<file path="src/sv/lr_pkg.sv">
`timescale 1ns / 1ps
`default_nettype none
// ----------------------------------------------------------------------------
// lr_pkg
// Shared types and constants of the line rasterizer.
// ----------------------------------------------------------------------------
package lr_pkg;

  localparam int CFG_BITS     = 12;
  localparam int CFG_IDX_BITS = 2;
  localparam int COLOR_BITS   = 4;

  localparam logic [CFG_IDX_BITS-1:0] REG_ORIGIN_X     = 2'd0;
  localparam logic [CFG_IDX_BITS-1:0] REG_ORIGIN_Y     = 2'd1;
  localparam logic [CFG_IDX_BITS-1:0] REG_SCREEN_MAX_Y = 2'd2;

  localparam logic [CFG_BITS-1:0] ORIGIN_X_RST     = 12'd531;
  localparam logic [CFG_BITS-1:0] ORIGIN_Y_RST     = 12'd422;
  localparam logic [CFG_BITS-1:0] SCREEN_MAX_Y_RST = 12'd845;

  localparam logic OP_START   = 1'b0;
  localparam logic OP_ADVANCE = 1'b1;

  typedef struct packed {
    logic [CFG_BITS-1:0] origin_x;
    logic [CFG_BITS-1:0] origin_y;
    logic [CFG_BITS-1:0] screen_max_y;
  } cfg_t;

  // pending pixel and line status
  typedef struct packed {
    logic valid;
    logic last;
    logic swap;
    logic mirror;
    logic busy;
  } pt_ctrl_t;

endpackage
`default_nettype wire

</file>
<file path="src/sv/lr_cmd_if.sv">
`timescale 1ns / 1ps
`default_nettype none
// ----------------------------------------------------------------------------
// lr_cmd_if
// Command channel: start or advance requests with endpoints and color.
// ----------------------------------------------------------------------------
interface lr_cmd_if #(
  parameter int COORD_BITS = 12
);
  logic                  valid;
  logic                  ready;
  logic                  op;
  logic [COORD_BITS-1:0] x0;
  logic [COORD_BITS-1:0] y0;
  logic [COORD_BITS-1:0] x1;
  logic [COORD_BITS-1:0] y1;
  logic [3:0]            color;

  modport source (output valid, op, x0, y0, x1, y1, color, input ready);
  modport sink   (input valid, op, x0, y0, x1, y1, color, output ready);
endinterface
`default_nettype wire

</file>
<file path="src/sv/lr_pix_if.sv">
`timescale 1ns / 1ps
`default_nettype none
// ----------------------------------------------------------------------------
// lr_pix_if
// Pixel channel: screen coordinates, color and end-of-line flag.
// ----------------------------------------------------------------------------
interface lr_pix_if #(
  parameter int COORD_BITS = 12
);
  logic                    valid;
  logic                    ready;
  logic [COORD_BITS+1:0]   screen_x;
  logic [COORD_BITS+1:0]   screen_y;
  logic [3:0]              pixel_color;
  logic                    last;

  modport source (output valid, screen_x, screen_y, pixel_color, last, input ready);
  modport sink   (input valid, screen_x, screen_y, pixel_color, last, output ready);
endinterface
`default_nettype wire

</file>
<file path="src/sv/lr_step.sv">
`timescale 1ns / 1ps
`default_nettype none
// ----------------------------------------------------------------------------
// lr_step
// Request register and Bresenham line state: line setup on start, one step
// per advance. The line state doubles as the pending pixel register.
// ----------------------------------------------------------------------------
module lr_step #(
  parameter int COORD_BITS = 12
) (
  input  wire                      clk,
  input  wire                      rst,
  lr_cmd_if.sink                   cmd,
  input  wire                      pt_take,
  output lr_pkg::pt_ctrl_t         pt_ctrl,
  output logic [COORD_BITS+1:0]    base_x,
  output logic [COORD_BITS+1:0]    base_y,
  output logic [COORD_BITS-1:0]    pt_u,
  output logic [COORD_BITS-1:0]    pt_v,
  output logic [3:0]               pt_color
);
  import lr_pkg::*;

  localparam int C  = COORD_BITS;
  localparam int PW = COORD_BITS + 2;
  localparam int D  = COORD_BITS + 3;

  // request register
  logic                s1_valid;
  logic                s1_op;
  logic signed [C-1:0] s1_x0, s1_y0, s1_x1, s1_y1;
  logic [3:0]          s1_color;

  // line state
  logic [C-1:0]        len;
  logic signed [D-1:0] decision, step_straight, step_diagonal;

  pt_ctrl_t            pt_ctrl_next;
  logic [PW-1:0]       base_x_next, base_y_next;
  logic [C-1:0]        pt_u_next, pt_v_next, len_next;
  logic [3:0]          pt_color_next;
  logic signed [D-1:0] decision_next, step_straight_next, step_diagonal_next;

  logic                pt_free, go;

  // start setup
  logic signed [C-1:0] px, py, qx, qy;
  logic signed [C:0]   ddx, ddy;
  logic                fall, steep;
  logic [C-1:0]        dx, dy, maj, mnr;
  logic signed [D-1:0] maj_d, mnr_d;

  // advance
  logic [C-1:0]        u_inc;

  assign pt_free   = !pt_ctrl.valid || pt_take;
  assign go        = s1_valid && pt_free;
  assign cmd.ready = !s1_valid || go;

  always_ff @(posedge clk) begin
    if (rst) begin
      s1_valid <= 1'b0;
    end else if (cmd.ready) begin
      s1_valid <= cmd.valid;
    end
  end

  always_ff @(posedge clk) begin
    if (cmd.valid && cmd.ready) begin
      s1_op    <= cmd.op;
      s1_x0    <= cmd.x0;
      s1_y0    <= cmd.y0;
      s1_x1    <= cmd.x1;
      s1_y1    <= cmd.y1;
      s1_color <= cmd.color;
    end
  end

  always_comb begin
    if (s1_x0 > s1_x1) begin
      px = s1_x1; py = s1_y1; qx = s1_x0; qy = s1_y0;
    end else begin
      px = s1_x0; py = s1_y0; qx = s1_x1; qy = s1_y1;
    end
    fall  = py > qy;
    ddx   = {qx[C-1], qx} - {px[C-1], px};
    ddy   = fall ? ({py[C-1], py} - {qy[C-1], qy}) : ({qy[C-1], qy} - {py[C-1], py});
    dx    = ddx[C-1:0];
    dy    = ddy[C-1:0];
    steep = dy > dx;
    maj   = steep ? dy : dx;
    mnr   = steep ? dx : dy;
    maj_d = {3'b000, maj};
    mnr_d = {3'b000, mnr};
  end

  assign u_inc = pt_u + 1'b1;

  always_comb begin
    pt_ctrl_next       = pt_ctrl;
    pt_ctrl_next.valid = pt_ctrl.valid && !pt_take;
    base_x_next        = base_x;
    base_y_next        = base_y;
    pt_u_next          = pt_u;
    pt_v_next          = pt_v;
    len_next           = len;
    pt_color_next      = pt_color;
    decision_next      = decision;
    step_straight_next = step_straight;
    step_diagonal_next = step_diagonal;
    if (go) begin
      if (s1_op == OP_START) begin
        pt_ctrl_next.valid  = 1'b1;
        pt_ctrl_next.last   = (maj == '0);
        pt_ctrl_next.busy   = (maj != '0);
        pt_ctrl_next.swap   = steep;
        pt_ctrl_next.mirror = fall;
        base_x_next         = {{2{px[C-1]}}, px};
        base_y_next         = {{2{py[C-1]}}, py};
        pt_u_next           = '0;
        pt_v_next           = '0;
        len_next            = maj;
        pt_color_next       = s1_color;
        decision_next       = (mnr_d <<< 1) - maj_d;
        step_straight_next  = mnr_d <<< 1;
        step_diagonal_next  = (mnr_d - maj_d) <<< 1;
      end else if (pt_ctrl.busy) begin
        pt_ctrl_next.valid = 1'b1;
        pt_ctrl_next.last  = (u_inc == len);
        pt_ctrl_next.busy  = (u_inc != len);
        pt_u_next          = u_inc;
        if (decision[D-1]) begin
          decision_next = decision + step_straight;
        end else begin
          pt_v_next     = pt_v + 1'b1;
          decision_next = decision + step_diagonal;
        end
      end
    end
  end

  always_ff @(posedge clk) begin
    if (rst) begin
      pt_ctrl <= '0;
    end else begin
      pt_ctrl <= pt_ctrl_next;
    end
  end

  always_ff @(posedge clk) begin
    base_x        <= base_x_next;
    base_y        <= base_y_next;
    pt_u          <= pt_u_next;
    pt_v          <= pt_v_next;
    len           <= len_next;
    pt_color      <= pt_color_next;
    decision      <= decision_next;
    step_straight <= step_straight_next;
    step_diagonal <= step_diagonal_next;
  end

endmodule
`default_nettype wire

</file>
<file path="src/sv/lr_map.sv">
`timescale 1ns / 1ps
`default_nettype none
// ----------------------------------------------------------------------------
// lr_map
// Maps the pending pixel back from the normalized frame to screen
// coordinates and holds it in the output register.
// ----------------------------------------------------------------------------
module lr_map #(
  parameter int COORD_BITS = 12
) (
  input  wire                      clk,
  input  wire                      rst,
  input  lr_pkg::cfg_t             cfg,
  input  lr_pkg::pt_ctrl_t         pt_ctrl,
  input  wire [COORD_BITS+1:0]     base_x,
  input  wire [COORD_BITS+1:0]     base_y,
  input  wire [COORD_BITS-1:0]     pt_u,
  input  wire [COORD_BITS-1:0]     pt_v,
  input  wire [3:0]                pt_color,
  output logic                     pt_take,
  lr_pix_if.source                 pix
);
  import lr_pkg::*;

  localparam int PW = COORD_BITS + 2;

  logic [COORD_BITS-1:0] along, across;
  logic [PW-1:0]         org_x, org_y;
  logic [PW-1:0]         sx, sy;
  logic                  out_free;

  // first point in screen terms, with the registers as they are now
  assign org_x  = PW'(cfg.origin_x) + base_x;
  assign org_y  = PW'(cfg.screen_max_y) - PW'(cfg.origin_y) - base_y;

  assign along  = pt_ctrl.swap ? pt_v : pt_u;
  assign across = pt_ctrl.swap ? pt_u : pt_v;
  assign sx     = org_x + PW'(along);
  assign sy     = pt_ctrl.mirror ? (org_y + PW'(across)) : (org_y - PW'(across));

  assign out_free = !pix.valid || pix.ready;
  assign pt_take  = pt_ctrl.valid && out_free;

  always_ff @(posedge clk) begin
    if (rst) begin
      pix.valid <= 1'b0;
    end else if (out_free) begin
      pix.valid <= pt_ctrl.valid;
    end
  end

  always_ff @(posedge clk) begin
    if (pt_take) begin
      pix.screen_x    <= sx;
      pix.screen_y    <= sy;
      pix.pixel_color <= pt_color;
      pix.last        <= pt_ctrl.last;
    end
  end

endmodule
`default_nettype wire

</file>
<file path="src/sv/line_rasterizer.sv">
`timescale 1ns / 1ps
`default_nettype none
// ----------------------------------------------------------------------------
// line_rasterizer
// Bresenham line rasterizer for all octants, one pixel per request.
// ----------------------------------------------------------------------------
// Usage:
//   cmd carries requests. op = start takes two signed endpoints and a color
//   and yields the line's first pixel; op = advance yields the next pixel.
//   An advance with no line active yields nothing. A start drops any line
//   in progress. pix carries pixels in screen coordinates; last marks the
//   endpoint, and a line of n major-axis steps gives n+1 pixels.
//   cfg_we/cfg_index/cfg_data write origin_x, origin_y and screen_max_y;
//   write only while no request is in flight.
// Timing:
//   One request per cycle sustained while pix is not stalled; an accepted
//   request passes through the request register, then the combinational
//   step/setup logic into the line state, then the output register.
//   If pix is stalled, the pipeline fills and cmd.ready drops; nothing is
//   lost or repeated. Reset clears the pipeline, leaves no line active and
//   loads the register defaults.
// ----------------------------------------------------------------------------
module line_rasterizer #(
  parameter int COORD_BITS = 12
) (
  input  wire                              clk,
  input  wire                              rst,
  lr_cmd_if.sink                           cmd,
  lr_pix_if.source                         pix,
  input  wire                              cfg_we,
  input  wire [lr_pkg::CFG_IDX_BITS-1:0]   cfg_index,
  input  wire [lr_pkg::CFG_BITS-1:0]       cfg_data
);
  import lr_pkg::*;

  cfg_t                  cfg;
  pt_ctrl_t              pt_ctrl;
  logic [COORD_BITS+1:0] base_x, base_y;
  logic [COORD_BITS-1:0] pt_u, pt_v;
  logic [3:0]            pt_color;
  logic                  pt_take;

  always_ff @(posedge clk) begin
    if (rst) begin
      cfg.origin_x     <= ORIGIN_X_RST;
      cfg.origin_y     <= ORIGIN_Y_RST;
      cfg.screen_max_y <= SCREEN_MAX_Y_RST;
    end else if (cfg_we) begin
      case (cfg_index)
        REG_ORIGIN_X:     cfg.origin_x     <= cfg_data;
        REG_ORIGIN_Y:     cfg.origin_y     <= cfg_data;
        REG_SCREEN_MAX_Y: cfg.screen_max_y <= cfg_data;
        default: ;
      endcase
    end
  end

  lr_step #(
    .COORD_BITS(COORD_BITS)
  ) u_step (
    .clk      (clk),
    .rst      (rst),
    .cmd      (cmd),
    .pt_take  (pt_take),
    .pt_ctrl  (pt_ctrl),
    .base_x   (base_x),
    .base_y   (base_y),
    .pt_u     (pt_u),
    .pt_v     (pt_v),
    .pt_color (pt_color)
  );

  lr_map #(
    .COORD_BITS(COORD_BITS)
  ) u_map (
    .clk      (clk),
    .rst      (rst),
    .cfg      (cfg),
    .pt_ctrl  (pt_ctrl),
    .base_x   (base_x),
    .base_y   (base_y),
    .pt_u     (pt_u),
    .pt_v     (pt_v),
    .pt_color (pt_color),
    .pt_take  (pt_take),
    .pix      (pix)
  );

  // a pending non-final pixel means the line is still active
  a_busy_vs_last: assert property (@(posedge clk) disable iff (rst)
    pt_ctrl.valid |-> (pt_ctrl.busy == !pt_ctrl.last))
    else $error("line status disagrees with pending pixel");

  a_take_fills_out: assert property (@(posedge clk) disable iff (rst)
    pt_take |=> pix.valid)
    else $error("pixel taken but output not valid");

  a_out_from_take: assert property (@(posedge clk) disable iff (rst)
    $rose(pix.valid) |-> $past(pt_take))
    else $error("output valid without a pending pixel");

endmodule
`default_nettype wire

</file>
<file path="src/flat_wrapper.sv">
// flat-port wrapper written by rule: the top's interface ports become plain ports
module line_rasterizer_flat import lr_pkg::*;
#(
  parameter int COORD_BITS = 12
)
  (clk, rst, cfg_we, cfg_index, cfg_data, cmd_valid, cmd_op, cmd_x0, cmd_y0, cmd_x1, cmd_y1, cmd_color, cmd_ready, pix_valid, pix_screen_x, pix_screen_y, pix_pixel_color, pix_last, pix_ready);
  lr_cmd_if #(.COORD_BITS(COORD_BITS)) cmd_i ();
  lr_pix_if #(.COORD_BITS(COORD_BITS)) pix_i ();
  input  wire clk;
  input  wire rst;
  input  wire cfg_we;
  input  wire [lr_pkg::CFG_IDX_BITS-1:0] cfg_index;
  input  wire [lr_pkg::CFG_BITS-1:0] cfg_data;
  input wire logic [$bits(cmd_i.valid)-1:0] cmd_valid;
  input wire logic [$bits(cmd_i.op)-1:0] cmd_op;
  input wire logic [$bits(cmd_i.x0)-1:0] cmd_x0;
  input wire logic [$bits(cmd_i.y0)-1:0] cmd_y0;
  input wire logic [$bits(cmd_i.x1)-1:0] cmd_x1;
  input wire logic [$bits(cmd_i.y1)-1:0] cmd_y1;
  input wire logic [$bits(cmd_i.color)-1:0] cmd_color;
  output wire logic [$bits(cmd_i.ready)-1:0] cmd_ready;
  output wire logic [$bits(pix_i.valid)-1:0] pix_valid;
  output wire logic [$bits(pix_i.screen_x)-1:0] pix_screen_x;
  output wire logic [$bits(pix_i.screen_y)-1:0] pix_screen_y;
  output wire logic [$bits(pix_i.pixel_color)-1:0] pix_pixel_color;
  output wire logic [$bits(pix_i.last)-1:0] pix_last;
  input wire logic [$bits(pix_i.ready)-1:0] pix_ready;
  assign cmd_i.valid = cmd_valid;
  assign cmd_i.op = cmd_op;
  assign cmd_i.x0 = cmd_x0;
  assign cmd_i.y0 = cmd_y0;
  assign cmd_i.x1 = cmd_x1;
  assign cmd_i.y1 = cmd_y1;
  assign cmd_i.color = cmd_color;
  assign cmd_ready = cmd_i.ready;
  assign pix_valid = pix_i.valid;
  assign pix_screen_x = pix_i.screen_x;
  assign pix_screen_y = pix_i.screen_y;
  assign pix_pixel_color = pix_i.pixel_color;
  assign pix_last = pix_i.last;
  assign pix_i.ready = pix_ready;
  line_rasterizer #(.COORD_BITS(COORD_BITS)) u_core (.clk(clk), .rst(rst), .cmd(cmd_i), .pix(pix_i), .cfg_we(cfg_we), .cfg_index(cfg_index), .cfg_data(cfg_data));
endmodule
</file>
<file path="config.mk">
export PLATFORM = sky130hd
export DESIGN_NAME = line_rasterizer_flat
export DESIGN_NICKNAME = d
export VERILOG_FILES = /design/src/sv/lr_pkg.sv /design/src/sv/lr_cmd_if.sv /design/src/sv/lr_pix_if.sv /design/src/sv/lr_step.sv /design/src/sv/lr_map.sv /design/src/sv/line_rasterizer.sv /design/src/flat_wrapper.sv
export SDC_FILE = /design/constraint.sdc
export NUM_CORES = 1
export LEC_CHECK = 0
export BUFFER_PORTS_ARGS = -buffer_cell sky130_fd_sc_hd__clkbuf_2
export CAP_MARGIN = 20
export CORE_ASPECT_RATIO = 0.9
export CORE_UTILIZATION = 45
export CTS_CLUSTER_DIAMETER = 120
export CTS_CLUSTER_SIZE = 10
export DETAILED_ROUTE_END_ITERATION = 6
export PLACE_DENSITY = 0.59
export REMOVE_ABC_BUFFERS = 1
export SLEW_MARGIN = 20
export SYNTH_ARGS = -nofsm -noshare
export SYNTH_HDL_FRONTEND = slang
export SYNTH_HIERARCHICAL = 1
export SYNTH_SLANG_ARGS = --single-unit
</file>
<file path="constraint.sdc">
create_clock -name clk -period 22.1 [get_ports clk]
set_input_delay 1.105 -clock clk [delete_from_list [all_inputs] [get_ports clk]]
set_output_delay 1.105 -clock clk [all_outputs]
set_load 0.1 [all_outputs]
</file>
==> results.tsv <==
metric	value	unit
fin_util	0.5038	
grt_util_all_layers	0.2364	
hold_class	reg -> reg	
synth-seq-cells	232	
worstPathArrival	9600	ps
fin_nets	2055	
swShare	0.4249	
finalSetupTns	0	ps
post_synth_instance_area	0.01701	mm2
hold_viol	0	
worst_r2r_path_depth	31	
seqCellArea	0.006536	mm2
hpwlAfterDp	35420	um
internal_power	1.243	mW
antenna_left	0	
grt_pass1_vias	12690	
max_stage_delay	720	ps
wl_per_cell	19.31	um
slew_headroom	0.2654	
grt_antenna_before_repair	0	
violations	DRC	
required	22410	ps
cts-buffers-inserted	27	
cts_htree_levels	1	
yosys_most_used_dff	edfxtp_1	
status	finished, violations left	
die_area	0.03858	mm2
cts_tree	yes	
drive_gt1_frac	0.1250	
power_frac_seq	0.274	
place_worst_setup_slack	12960	ps
syn_avg_cell_area	9.583	um2
clock_skew	16.00	ps
post_cts.repair.setup_buffers	0	
peakVddDrop	0.00006189	V
power.leakage	7.542	nW
portBuffers	106	
drv_cap	0	
min_path_cells	0	
net-switching-power	918.5	uW
setup.worst_path.start_class	register	
critPathKind	reg -> reg	
synth_area_leader_cell	edfxtp_1	
area_delta_synth_final	10.25	%
grt_max_degree	68	
period_needed	9284	ps
clkLatencyLatePin	560	ps
ys_seq_area_frac	0.3843	
slew_violations	0	
remaining_drc_errors	7	
vias	13180	
grt-ovfl-total	0	
place_congestion	0.9070	
yosys_warnings	6	
fin_ws	12820	ps
synth_edf_count	189	
fp.dieH	186.4	um
max_freq	107.7	MHz
async_flop_share	0	
fp-row-count	67	
ys_types	105	
fp.dieW	206.9	um
drt_iter0_drc	857	
cts_hold_buf	0	
grt_first_pass_wirelength	70700	um
p_per_area	115.3	mW/mm2
crit_path_max_fanout	35	
yosysMostFrequentCell	edfxtp_1	
synthTopCellsByCount	189 x edfxtp_1, 148 x nor2_1, 120 x inv_1, 120 x nand2_1, 106 x ha_1	
routed_via_density	5.576	
clkPwrFrac	0.189	
rsz0062_at_grt	false	
cts_sinks	232	
power_frac_comb	0.538	
io-pin-count	107	
multi_input_area	0.009743	mm2
synthCells	1775	
synth_top_area_frac	0.3337	
cts.clk_slew.worst_paths	60	ps
synth_area_leaders	edfxtp_1 33%, ha_1 7.8%, dfxtp_1 5.1%	
finalSetupViolCount	0	
core_area	0.03722	mm2
hold_slack	411.4	ps
finalCritPeriodShare	0.4201	
antennaDiodeCount	0	
fillers	3528	
cts_max_path_buffers	3	
crit_path_frequent_cell	ha_1	
critPathSlowestCell	and3_1	
dr.pass1.iters	7	
root_buffer	clkbuf_16	
floorplan.initialDensity	0.4570	
wirelength	45630	um
end_kind	register	
post_cts_resized	0	
tightest_slew	1094	ps
state kept, by name, summed over array words and instances, names as in the netlist, 13 cells and up:
register and flops:
u_core/u_step/step_diagonal 13, u_core/u_map/pix.screen_y 14, u_core/u_map/pix.screen_x 14, u_core/cfg 36, u_core/u_step/decision 14
critical path: cells and delay by family (launching register included):
family          cells  cell delay, ps
buf+inv             3             950
mux                 2             700
flops               1             400
compound gates     14            2890
fa+ha+maj           4            1460
xor+xnor            2             590
simple gates        6            2050
cell families after synthesis:
kind of cell    synth area share
flops                     0.3843
fa+ha+maj                 0.1050
xor+xnor                 0.06892
compound gates            0.1676
simple gates              0.1741
mux                      0.05473
buf+inv                  0.04538
path summary, 6_finish.rpt:
kind | endpoint | start | slack (ps)
hold / removal | u_core/u_map/pix.last | u_core/u_step/pt_ctrl[3] | 410
setup / recovery | u_core/u_step/decision[12] | u_core/u_step/s1_x0[11] | 12820
setup reg to reg | u_core/u_step/decision[12] | u_core/u_step/s1_x0[11] | 12820
hold reg to reg | u_core/u_map/pix.last | u_core/u_step/pt_ctrl[3] | 410
metal layers:
layer,GRT usage,vias to the layer above,share of wire
li1,-,6576,-
met1,0.3179,6219,0.46
met2,0.3765,296,0.45
met3,0.04104,82,0.049
met4,0.08871,2,0.041
met5,0.01148,-,0.00092
layout by cell type (no fill, tap or decap), drive strengths merged, types with 6 or more instances in the layout:
master,n
or3,14
o21a,17
o31ai,17
nor2b,43
nor4,6
a31oi,19
o21bai,14
clkbuf,153
dfxtp,43
o21ai,110
or4,6
xnor2,80
a21oi,108
a21o,36
fa,17
mux2,24
and3,17
buf,15
nor3,34
xor2,53
or2,9
a211oi,12
nand2,121
edfxtp,189
inv,123
a21boi,7
maj3,12
nor3b,6
nand3,46
o211ai,10
o41ai,6
and2,32
nor2,150
nand2b,65
mux2i,66
nand4,12
ha,106
per-stage QoR:
step,cell area (um2),std cells,power [mW]
after CTS,18750,2363,2.167
after global placement,17980,2314,1.740
after detailed placement,17980,2314,1.748
final,18750,2363,2.162
after global routing,18750,2363,2.321
after floorplan,16700,1710,1.467
power by group through the flow:
| stage | registers (mW) | clock network [mW] | logic (mW) |
|---|---|---|---|
| final | 0.591 | 0.408 | 1.16 |
| after global routing | 0.595 | 0.435 | 1.29 |
| after CTS | 0.592 | 0.420 | 1.16 |
| after detailed placement | 0.600 | 0 | 1.15 |
| after global placement | 0.600 | 0 | 1.14 |
| after floorplan | 0.638 | 0 | 0.829 |
area by class of cell:
type                    count  area share
well taps                 483     0.03223
multi-input cells        1356      0.5195
repair buffers            121     0.03429
inverters                 122     0.02442
flip-flops and latches    232      0.3485
clock inverters             2   0.0009341
clock buffers              47     0.04003
(Power assumes the default switching activity.)
